===== src/hw/rtl/lstk_pkg.sv =====
package lstk_pkg;

  // stack geometry
  localparam int DEPTH  = 64;
  localparam int DATA_W = 32;
  localparam int KIND_W = 3;
  localparam int ERR_W  = 3;
  localparam int CNT_W  = $clog2(DEPTH + 1);
  localparam int ADDR_W = $clog2(DEPTH);

  // operation codes carried by an input word
  typedef enum logic [KIND_W-1:0] {
    KIND_PUSH  = 3'd0,
    KIND_PRINT = 3'd1,
    KIND_PEEK  = 3'd2,
    KIND_POP   = 3'd3,
    KIND_SWAP  = 3'd4
  } kind_t;

  // error codes carried by an output word
  typedef enum logic [ERR_W-1:0] {
    ERR_NONE       = 3'd0,
    ERR_PEEK_EMPTY = 3'd1,
    ERR_POP_EMPTY  = 3'd2,
    ERR_SWAP_SHORT = 3'd3,
    ERR_PUSH_FULL  = 3'd4
  } error_t;

  // controller states
  typedef enum logic [2:0] {
    ST_IDLE,
    ST_PEEK,
    ST_SWAP_RD,
    ST_SWAP_WR,
    ST_SWAP_FIN,
    ST_PRINT_RD,
    ST_OUT
  } state_t;

  // read address choice
  typedef enum logic [1:0] {
    RD_TOP,
    RD_SECOND,
    RD_NEXT
  } rd_sel_t;

  // write address and data choice
  typedef enum logic [1:0] {
    WR_PUSH,
    WR_SWAP_TOP,
    WR_SWAP_LOW
  } wr_sel_t;

  // controller to datapath
  typedef struct packed {
    logic    cnt_inc;
    logic    cnt_dec;
    logic    re;
    rd_sel_t rd_sel;
    logic    cursor_load;
    logic    cursor_dec;
    logic    tmp_load;
    logic    we;
    wr_sel_t wr_sel;
    logic    out_load;
    error_t  out_err;
    logic    out_from_ram;
    logic    out_last_cursor;
  } cmd_t;

  // datapath to controller
  typedef struct packed {
    logic empty;
    logic short_stack;
    logic full;
    logic out_last;
  } status_t;

endpackage


===== src/hw/rtl/lifo_stack_push_pop_swap.sv =====
// push and pop finish in the accepting cycle; the next word can be taken in the following cycle
// peek words pass a ram read, error words are registered at accept; both held until taken
// swap does two ram reads and two ram writes through one port each
// print all reads each entry from ram, then outputs it, waiting while the output stalls
// one word in flight at a time; input stall is high until the word ends (last output taken)
// reset (rst, synchronous) empties the stack; the storage ram is not cleared
module lifo_stack_push_pop_swap import lstk_pkg::*; (
  input  logic                     clk,
  input  logic                     rst,
  input  logic                     in_valid,
  output logic                     in_stall,
  input  logic [KIND_W-1:0]        kind,
  input  logic signed [DATA_W-1:0] value,
  output logic                     out_valid,
  input  logic                     out_stall,
  output logic signed [DATA_W-1:0] data,
  output logic [ERR_W-1:0]         error,
  output logic                     last
);

  cmd_t    cmd;
  status_t status;

  lstk_ctrl u_ctrl (
    .clk       (clk),
    .rst       (rst),
    .in_valid  (in_valid),
    .kind      (kind),
    .out_stall (out_stall),
    .status    (status),
    .in_stall  (in_stall),
    .out_valid (out_valid),
    .cmd       (cmd)
  );

  lstk_dp u_dp (
    .clk    (clk),
    .rst    (rst),
    .cmd    (cmd),
    .value  (value),
    .status (status),
    .data   (data),
    .error  (error),
    .last   (last)
  );

endmodule


===== src/hw/rtl/lstk_ram.sv =====
module lstk_ram #(
  parameter int WIDTH = 32,
  parameter int DEPTH = 64
) (
  input  logic                     clk,
  input  logic                     we,
  input  logic [$clog2(DEPTH)-1:0] waddr,
  input  logic [WIDTH-1:0]         wdata,
  input  logic                     re,
  input  logic [$clog2(DEPTH)-1:0] raddr,
  output logic [WIDTH-1:0]         rdata
);

  logic [WIDTH-1:0] mem [DEPTH];

  // one write port, one registered read port
  always_ff @(posedge clk) begin
    if (we) begin
      mem[waddr] <= wdata;
    end
    if (re) begin
      rdata <= mem[raddr];
    end
  end

endmodule


===== src/hw/rtl/lstk_ctrl.sv =====
module lstk_ctrl import lstk_pkg::*; (
  input  logic        clk,
  input  logic        rst,
  input  logic        in_valid,
  input  logic [KIND_W-1:0] kind,
  input  logic        out_stall,
  input  status_t     status,
  output logic        in_stall,
  output logic        out_valid,
  output cmd_t        cmd
);

  state_t state;
  state_t state_next;
  logic   accept;

  assign accept = in_valid && (state == ST_IDLE);

  // state register
  always_ff @(posedge clk) begin
    if (rst) begin
      state <= ST_IDLE;
    end else begin
      state <= state_next;
    end
  end

  // next state
  always_comb begin
    state_next = state;
    case (state)
      ST_IDLE: begin
        if (accept) begin
          case (kind)
            KIND_PUSH:  if (status.full) state_next = ST_OUT;
            KIND_PRINT: if (!status.empty) state_next = ST_PRINT_RD;
            KIND_PEEK:  state_next = status.empty ? ST_OUT : ST_PEEK;
            KIND_POP:   if (status.empty) state_next = ST_OUT;
            KIND_SWAP:  state_next = status.short_stack ? ST_OUT : ST_SWAP_RD;
            default:    state_next = ST_IDLE;
          endcase
        end
      end
      ST_PEEK:     state_next = ST_OUT;
      ST_SWAP_RD:  state_next = ST_SWAP_WR;
      ST_SWAP_WR:  state_next = ST_SWAP_FIN;
      ST_SWAP_FIN: state_next = ST_IDLE;
      ST_PRINT_RD: state_next = ST_OUT;
      ST_OUT: begin
        if (!out_stall) begin
          state_next = status.out_last ? ST_IDLE : ST_PRINT_RD;
        end
      end
      default:     state_next = ST_IDLE;
    endcase
  end

  // commands and handshake outputs
  always_comb begin
    cmd             = '0;
    cmd.rd_sel      = RD_TOP;
    cmd.wr_sel      = WR_PUSH;
    cmd.out_err     = ERR_NONE;
    in_stall        = (state != ST_IDLE);
    out_valid       = (state == ST_OUT);
    case (state)
      ST_IDLE: begin
        if (accept) begin
          case (kind)
            KIND_PUSH: begin
              if (status.full) begin
                cmd.out_load = 1'b1;
                cmd.out_err  = ERR_PUSH_FULL;
              end else begin
                cmd.we      = 1'b1;
                cmd.wr_sel  = WR_PUSH;
                cmd.cnt_inc = 1'b1;
              end
            end
            KIND_PRINT: begin
              if (!status.empty) begin
                cmd.re          = 1'b1;
                cmd.rd_sel      = RD_TOP;
                cmd.cursor_load = 1'b1;
              end
            end
            KIND_PEEK: begin
              if (status.empty) begin
                cmd.out_load = 1'b1;
                cmd.out_err  = ERR_PEEK_EMPTY;
              end else begin
                cmd.re     = 1'b1;
                cmd.rd_sel = RD_TOP;
              end
            end
            KIND_POP: begin
              if (status.empty) begin
                cmd.out_load = 1'b1;
                cmd.out_err  = ERR_POP_EMPTY;
              end else begin
                cmd.cnt_dec = 1'b1;
              end
            end
            KIND_SWAP: begin
              if (status.short_stack) begin
                cmd.out_load = 1'b1;
                cmd.out_err  = ERR_SWAP_SHORT;
              end else begin
                cmd.re     = 1'b1;
                cmd.rd_sel = RD_TOP;
              end
            end
            default: begin
              cmd.re = 1'b0;
            end
          endcase
        end
      end
      ST_PEEK: begin
        cmd.out_load     = 1'b1;
        cmd.out_from_ram = 1'b1;
      end
      ST_SWAP_RD: begin
        cmd.tmp_load = 1'b1;
        cmd.re       = 1'b1;
        cmd.rd_sel   = RD_SECOND;
      end
      ST_SWAP_WR: begin
        cmd.we     = 1'b1;
        cmd.wr_sel = WR_SWAP_TOP;
      end
      ST_SWAP_FIN: begin
        cmd.we     = 1'b1;
        cmd.wr_sel = WR_SWAP_LOW;
      end
      ST_PRINT_RD: begin
        cmd.out_load        = 1'b1;
        cmd.out_from_ram    = 1'b1;
        cmd.out_last_cursor = 1'b1;
      end
      ST_OUT: begin
        if (!out_stall && !status.out_last) begin
          cmd.cursor_dec = 1'b1;
          cmd.re         = 1'b1;
          cmd.rd_sel     = RD_NEXT;
        end
      end
      default: begin
        cmd.re = 1'b0;
      end
    endcase
  end

endmodule


===== src/hw/rtl/lstk_dp.sv =====
module lstk_dp import lstk_pkg::*; (
  input  logic                     clk,
  input  logic                     rst,
  input  cmd_t                     cmd,
  input  logic signed [DATA_W-1:0] value,
  output status_t                  status,
  output logic signed [DATA_W-1:0] data,
  output logic [ERR_W-1:0]         error,
  output logic                     last
);

  logic [CNT_W-1:0]  count;
  logic [CNT_W-1:0]  cnt_m1;
  logic [CNT_W-1:0]  cnt_m2;
  logic [ADDR_W-1:0] cursor;
  logic [ADDR_W-1:0] cursor_m1;
  logic [DATA_W-1:0] tmp;
  logic [DATA_W-1:0] rdata;
  logic [ADDR_W-1:0] raddr;
  logic [ADDR_W-1:0] waddr;
  logic [DATA_W-1:0] wdata;
  logic [DATA_W-1:0] data_q;
  error_t            error_q;
  logic              last_q;

  assign cnt_m1    = count - CNT_W'(1);
  assign cnt_m2    = count - CNT_W'(2);
  assign cursor_m1 = cursor - ADDR_W'(1);

  // read address select
  always_comb begin
    case (cmd.rd_sel)
      RD_TOP:    raddr = cnt_m1[ADDR_W-1:0];
      RD_SECOND: raddr = cnt_m2[ADDR_W-1:0];
      RD_NEXT:   raddr = cursor_m1;
      default:   raddr = cnt_m1[ADDR_W-1:0];
    endcase
  end

  // write address and data select
  always_comb begin
    case (cmd.wr_sel)
      WR_PUSH: begin
        waddr = count[ADDR_W-1:0];
        wdata = value;
      end
      WR_SWAP_TOP: begin
        waddr = cnt_m1[ADDR_W-1:0];
        wdata = rdata;
      end
      WR_SWAP_LOW: begin
        waddr = cnt_m2[ADDR_W-1:0];
        wdata = tmp;
      end
      default: begin
        waddr = count[ADDR_W-1:0];
        wdata = value;
      end
    endcase
  end

  lstk_ram #(
    .WIDTH (DATA_W),
    .DEPTH (DEPTH)
  ) u_ram (
    .clk   (clk),
    .we    (cmd.we),
    .waddr (waddr),
    .wdata (wdata),
    .re    (cmd.re),
    .raddr (raddr),
    .rdata (rdata)
  );

  // entry count
  always_ff @(posedge clk) begin
    if (rst) begin
      count <= '0;
    end else if (cmd.cnt_inc) begin
      count <= count + CNT_W'(1);
    end else if (cmd.cnt_dec) begin
      count <= cnt_m1;
    end
  end

  // print cursor and swap holding register
  always_ff @(posedge clk) begin
    if (cmd.cursor_load) begin
      cursor <= cnt_m1[ADDR_W-1:0];
    end else if (cmd.cursor_dec) begin
      cursor <= cursor_m1;
    end
    if (cmd.tmp_load) begin
      tmp <= rdata;
    end
  end

  // output word register
  always_ff @(posedge clk) begin
    if (cmd.out_load) begin
      data_q  <= cmd.out_from_ram ? rdata : '0;
      error_q <= cmd.out_err;
      last_q  <= cmd.out_last_cursor ? (cursor == '0) : 1'b1;
    end
  end

  assign status.empty       = (count == '0);
  assign status.short_stack = (count < CNT_W'(2));
  assign status.full        = (count == CNT_W'(DEPTH));
  assign status.out_last    = last_q;

  assign data  = data_q;
  assign error = error_q;
  assign last  = last_q;

endmodule


===== config.mk =====
export PLATFORM = sky130hd
export DESIGN_NAME = lifo_stack_push_pop_swap
export DESIGN_NICKNAME = d
export VERILOG_FILES = /design/src/hw/rtl/lstk_pkg.sv /design/src/hw/rtl/lifo_stack_push_pop_swap.sv /design/src/hw/rtl/lstk_ram.sv /design/src/hw/rtl/lstk_ctrl.sv /design/src/hw/rtl/lstk_dp.sv
export SDC_FILE = /design/constraint.sdc
export NUM_CORES = 2
export LEC_CHECK = 0
export BUFFER_PORTS_ARGS = -buffer_cell sky130_fd_sc_hd__buf_4
export CAP_MARGIN = 25
export CORE_MARGIN = 4
export CORE_UTILIZATION = 60
export DETAILED_ROUTE_END_ITERATION = 16
export HOLD_SLACK_MARGIN = 0.02
export PLACE_DENSITY_LB_ADDON = 0.2
export SLEW_MARGIN = 10
export SYNTH_ARGS = -nofsm -noshare
export SYNTH_HDL_FRONTEND = slang
export SYNTH_SLANG_ARGS = --single-unit

===== constraint.sdc =====
create_clock -name clk -period 11.5 [get_ports clk]
set_input_delay 0 -clock clk [delete_from_list [all_inputs] [get_ports clk]]
set_output_delay 0 -clock clk [all_outputs]
set_load 0.02 [all_outputs]

Word-level counts from Yosys, hierarchy flattened
Memories as Yosys holds them, arrays and structs flattened. A register that Yosys moved wholly into a read port is not among the register bits.
Cells that the tools add are included.
Widths: inputs -> output; s select.
{ "classes": {"order_cmp": 1, "n_eq_ne": 20, "n_shift": 0, "muxes": 50, "add_sub_neg": 4, "n_div": 0, "bitwise_logic": 0, "multipliers": 0, "n_reduce_logical": 14} }
{ "ops": {"columns": ["cell", "count"], "rows": [
  ["$pmux 32 s2", 1],
  ["$mux 3", 13],
  ["$pmux 3 s5", 2],
  ["$pmux 6 s2", 2],
  ["$mux 7", 3],
  ["$mux 4", 5],
  ["$mux 6", 3],
  ["$pmux 4 s4", 1],
  ["$mux 1", 13],
  ["$eq 3x2->1 const B", 4],
  ["$eq 3x3->1 const B", 4],
  ["$pmux 2 s3", 2],
  ["$pmux 3 s3", 1],
  ["$add 7x1->7 const B", 1],
  ["$eq 7x7->1 const B", 1],
  ["$logic_not 7->1", 1],
  ["$lt 7x2->1 const B", 1],
  ["$sub 7x1->7 const B", 1],
  ["$eq 3x1->1 const B", 2],
  ["$logic_not 3->1", 2],
  ["$logic_not 6->1", 1],
  ["$ne 3x3->1 const B", 2],
  ["$pmux 1 s3", 2],
  ["$sub 6x1->6 const B", 1],
  ["15 further kinds", 20]
]} }
{ "word_totals": {"latch_bits": 0, "memories": 1, "register_bits": 84, "out_inout_bits": 38, "elab_cells": 97, "mem_bits_ro": 0, "inputBits": 39, "mem_bits_rw": 2048} }
{ "memory_table": {"columns": ["memory", "words", "width", "rd", "rd_clocked_by_memory_dff", "wr", "line_no", "source"], "rows": [
  ["u_dp.u_ram.mem", 64, 32, 1, 1, 1, "lstk_ram.sv:14", "logic [WIDTH-1:0] mem [DEPTH];"]
]} }

Longest topological paths before layout
{ "depth": {"word_depth": 7, "ltp_mapped": 17, "depth_no_buf": 11} }

By module
From an unflattened synthesis, not the netlist that was laid out.
{ "hier_totals": {"hier_cells": 3765, "area_unflattened_um2": 83428.8} }
{ "by_module_without_submodules": {"columns": ["module", "area_each_um2", "instances", "seq_area_each_um2", "cells_per_inst"], "rows": [
  ["lstk_ram", 78835.6, 1, 62459.9, 3324],
  ["lstk_dp", 4062.6, 1, 2362.3, 362],
  ["lstk_ctrl", 530.5, 1, 60.1, 79]
]} }

Worst setup path before layout
OpenSTA, ideal clock, no wires.
{ "synth_timing": {"path_type": "flip-flop to flip-flop", "from": "register u_dp.count[0]", "to": "memory u_dp.u_ram.mem[0][0], enable pin", "t_required_ps": 11079, "stages_incl_launch_ff": 15, "synth_period_minus_slack_ps": 4435, "arrival_ps": 4013, "path_buffers": 5, "path_slack_ps": 7065, "setup_time_ps": 421, "path_cell_list": "dfxtp_1 > clkbuf_1 > inv_1 > clkbuf_1 > clkbuf_1 > ha_1 > buf_4 > nor3b_2 > nand3_1 > and3_1 > buf_2 > nor3_1 > a21oi_1 > nand2_1 > nor2_1"} }
{ "synth_via": {"elab_chain_len": 7, "word_cells_on_any_way": 10, "classes_between": "add/sub: 2; eq/ne: 1; mux: 7"} }
{ "synth_rtl": {"columns": ["element", "line_no", "source"], "rows": [
  ["start, declared", "lstk_dp.sv:12", "logic [CNT_W-1:0] count;"],
  ["start signal, assigned", "lstk_dp.sv:80", "count <= count + CNT_W'(1);"],
  ["start signal, assigned", "lstk_dp.sv:82", "count <= cnt_m1;"],
  ["$eq 7x7->1", "lstk_dp.sv:109", "assign status.full = (count == CNT_W'(DEPTH));"],
  ["$mux 3", "lstk_ctrl.sv:71", "if (status.full) begin"],
  ["$mux 3", "lstk_ctrl.sv:69", "case (kind)"],
  ["$mux 7", "lstk_ctrl.sv:68", "if (accept) begin"],
  ["$pmux 3 s3", "lstk_ctrl.sv:66", "case (state)"],
  ["$mux 1", "lstk_ram.sv:18", "if (we) begin"],
  ["$mux 1 (not written as such)", "lstk_ram.sv:19", "mem[waddr] <= wdata;"],
  ["end, declared", "lstk_ram.sv:14", null]
]} }
Parallel ways exist; a longest one is shown, timed or not.

Worst setup path in the final report
{ "layout_timing": {"from": "register u_ctrl.state[1]", "to": "register u_dp.u_ram.rdata[24] (read register of u_dp.u_ram.mem), data pin"} }
{ "layout_via": {"elab_chain_len": 6, "word_cells_on_any_way": 10, "classes_between": "eq/ne: 4; mux: 4; reduce/logical: 2"} }
{ "layout_rtl": {"columns": ["element", "line_no", "source"], "rows": [
  ["start, declared", "lstk_ctrl.sv:13", "state_t state;"],
  ["start signal, assigned", "lstk_ctrl.sv:24", "state <= state_next;"],
  ["$logic_not 3->1", "lstk_ctrl.sv:17, lstk_ctrl.sv:66", null],
  ["$logic_and 1x1->1", "lstk_ctrl.sv:17", "assign accept = in_valid && (state == ST_IDLE);"],
  ["$mux 6", "lstk_ctrl.sv:68", null],
  ["$pmux 2 s3", "lstk_ctrl.sv:66", null],
  ["$eq 2x2->1 / $eq 2x1->1 (equally long branches)", "lstk_dp.sv:32", "case (cmd.rd_sel)"],
  ["$pmux 6 s2", "lstk_dp.sv:32", null],
  ["end, declared", "lstk_ram.sv:11", "output logic [WIDTH-1:0] rdata"]
]} }
Parallel ways exist; a longest one is shown, timed or not.
A chain may end at the register's enable or synchronous reset.

==> flow_summary.yaml <==
detailed_routing:
  ant_nets: 0
  first_pass_iters: 10
  vias: 54891
  post_drt_wl_per_cell_um: 34.67
  viasPerCell: 7.225
  drt_iter0_markers: 9527
  wl_um: 263400
  drt_drc_violations_left: 0
synthesis:
  synthesis.instances: 5417
  synth-edff-count: 2154
  syn-cell-area_um2: 88280
  synth_seq_cells: 2164
  synthArstFlopShare_pct: 0
  synth-seq-area-share_pct: 73.49
  postSynthAreaPerCell_um2: 16.30
  syn_nets: 5464
  synthDistinctLibCells: 85
  synth_ff_type: "edfxtp_1"
  yosys_warnings: 0
place:
  place_hpwl_um: 146100
  postPlaceCellArea_um2: 91740
  routabilityCongestion: 0.8694
  dp_cells: 7178
  port-buffer-count: 76
job:
  cap_violations: 0
grt:
  grt_overflow_total: 0
  grt_pass1_wl_um: 375200
  first_global_vias: 52426
  grt_max_degree: 180
  grtUsageMet3_pct: 9.292
  use_met1_pct: 46.91
  grt_use_total_pct: 34.34
  top_usage_layer: "met2"
  antenna_found_initial: 16
  grt_use_met2_pct: 51.78
setup_path:
  worstSetupStartpointType: "flip-flop"
  path_class: "flip-flop to flip-flop"
  worstPathMaxFanout: 132
  crit_required_ps: 12200
  crit_path_end_kind: "flip-flop"
  cp.arrival_ps: 7620
finish:
  syn_to_final_growth_pct: 11.56
  drive_gt1_share_pct: 16.16
  post-route-util_pct: 67.50
  finalNetCount: 5559
  fin_cells: 7597
  fin_area_um2: 98490
sta:
  finalSetupViolCount: 0
  maxSlewHeadroom_pct: 22.91
  period_minus_slack_ps: 6923
  min_period_over_period_pct: 60.20
  fin_worst_skew_ps: 35.20
  whs_ps: 43.67
  rsz0062_at_grt: "no"
  tightestPinTransition_ps: 1152
  setup_tns_ps: 0
  report.final.hold_viol_count: 0
  fmaxAchievable_mhz: 144.5
  slew_violations: 0
clock_tree:
  clk_pin_slew_ps: 60
  cts_tree: "done"
  cts.sinks: 2164
  clockRootBuffer: "clkbuf_16"
  cts_buffers: 209
  htreeDepth: 4
  cts_resized: 0
  clock_latency_ps: 850
  cts.path.max_buffers: 3
power:
  power_density_nw_per_um2: 208.4
  p_leak_uw: 0.03075
  ir_worst_vdd_mv: 0.1766
floorplanning:
  die_w_um: 391.6
  core-area_um2: 145900
  fp-row-count: 140
  ios: 77
  die_area_um2: 153300
  start_util_pct: 60.50
  die_y_um: 391.6
outcome:
  status: "finished clean"
worst_hold_path:
  hold_path_class: "primary input to flip-flop"
==> layer usage <==
layer  up-vias  wire (µm)
met5         -         19
li1      22045          -
met4         4      14520
met2      4349     120500
met3       710      36840
met1     27783      91570
==> layout by cell type (no fill, tap or decap), types with 11 or more instances in the layout <==
cell type / synthesis / layout
a211oi_1: 11 / 11
nor3_1: 103 / 103
edfxtp_1: 2154 / 2154
xnor2_1: 15 / 15
clkbuf_16: 0 / 212
o21ai_0: 237 / 236
nand3_1: 77 / 77
a211o_1: 33 / 33
nand2_1: 362 / 329
buf_12: 0 / 15
dlygate4sd3_1: 0 / 37
nor2_1: 168 / 98
o22ai_1: 176 / 176
o221ai_1: 61 / 61
nand2b_1: 181 / 181
clkbuf_1: 246 / 48
buf_4: 12 / 229
inv_1: 15 / 14
o21ai_1: 27 / 27
a21oi_1: 190 / 189
or3_1: 181 / 181
mux2i_1: 129 / 129
a22o_1: 16 / 15
a21boi_1: 28 / 31
nor2_4: 0 / 72
a21boi_0: 28 / 25
a221o_1: 57 / 57
a31oi_1: 65 / 65
nand4_1: 33 / 33
o211ai_1: 30 / 30
clkinv_1: 0 / 51
nand2_2: 1 / 32
and2_1: 44 / 44
a32oi_1: 56 / 56
mux4_2: 261 / 261
a22oi_1: 148 / 148
clkinv_2: 0 / 40
==> synth_stat cells, types with 16 or more instances <==
cell	instances	share of area [%]
edfxtp_1	2154	73
nand2_1	362	1.5
mux4_2	261	6.7
clkbuf_1	246	1.0
o21ai_0	237	1.3
a21oi_1	190	1.1
nand2b_1	181	1.3
or3_1	181	1.3
o22ai_1	176	1.2
nor2_1	168	0.71
a22oi_1	148	1.3
mux2i_1	129	1.5
nor3_1	103	0.58
buf_2	102	0.58
nand3_1	77	0.44
a31oi_1	65	0.46
o221ai_1	61	0.61
a221o_1	57	0.65
a32oi_1	56	0.56
and2_1	44	0.31
buf_1	39	0.17
a211o_1	33	0.33
nand4_1	33	0.23
o211ai_1	30	0.26
a21boi_0	28	0.24
a21boi_1	28	0.24
o21ai_1	27	0.15
a22o_1	16	0.16
==> sequential cells by signal, summed over array words and instances (netlist names) <==
name	flops
u_dp.cursor	6
u_dp.count	7
u_dp.data	32
u_dp.last	1
u_dp.u_ram.rdata	32
u_dp.tmp	32
u_dp.error	3
u_dp.u_ram.mem	2048
u_ctrl.state	3
==> final timing paths <==
check                                          end  slack, ps  cells past startpoint                      startpoint
hold / removal    u_dp.u_ram.mem[61][27]$_DFFE_PP_         40                      4                       value[27]
setup reg to reg    u_dp.u_ram.rdata[24]$_DFFE_PP_       4580                     14    u_ctrl.state[1]$_SDFFE_PP0P_
hold reg to reg             u_dp.tmp[22]$_DFFE_PP_        500                      0  u_dp.u_ram.rdata[22]$_DFFE_PP_
setup / recovery    u_dp.u_ram.rdata[24]$_DFFE_PP_       4580                     14    u_ctrl.state[1]$_SDFFE_PP0P_
==> critical path: stages, from the launching register on <==
cell,delay [ps]
dfxtp_1,550
nand3b_1,190
or3_1,410
inv_1,130
ha_4,740
inv_2,620
buf_4,510
o21ai_4,260
buf_4,790
buf_12,510
o22ai_1,150
o21ai_0,240
a31oi_1,210
nor3_1,770
a211o_1,250
==> metrics by stage <==
stage | total power [µW] | worst slack (ps)
after detailed placement | 14050 | 4778
after global routing | 21050 | 4268
after global placement | 13960 | 4653
final | 20520 | 4577
after CTS | 20410 | 4721
after floorplan | 12090 | 7065
==> where the power goes <==
part	switching (µW)	leakage [µW]	internal, µW
clock network	2890	0.00311	3570
logic	3290	0.00814	1420
registers	142	0.0195	9210
==> logic make-up (layout without fill, tap and decap cells) <==
group	after synthesis	in the layout	synth area share [%]
other	0	6	0
multiplexers	390	390	8.121
XOR/XNOR	18	18	0.1786
buffers and inverters	415	672	1.960
AO/OA/AOI/OAI	1233	1233	9.404
flip-flops	2164	2164	73.49
adder cells (fa/ha/maj)	8	8	0.1134
AND/OR/NAND/NOR	1189	1189	6.729
==> final cells by class <==
cell class,count,area (µm²)
sequential,2164,64890
tap,1917,2399
timing repair buffer,283,2400
antenna,6,15.01
clock inverter,113,833.3
multi-input combinational,2838,22410
inverter,16,60.06
clock buffer,260,5485
fill,9334,47430
==> timing repair <==
action,CTS,global route
setup buffers,0,0
endpoints found under the hold margin,715,13
hold buffers,36,1
Note: power is estimated with default switching activity, not from simulation.
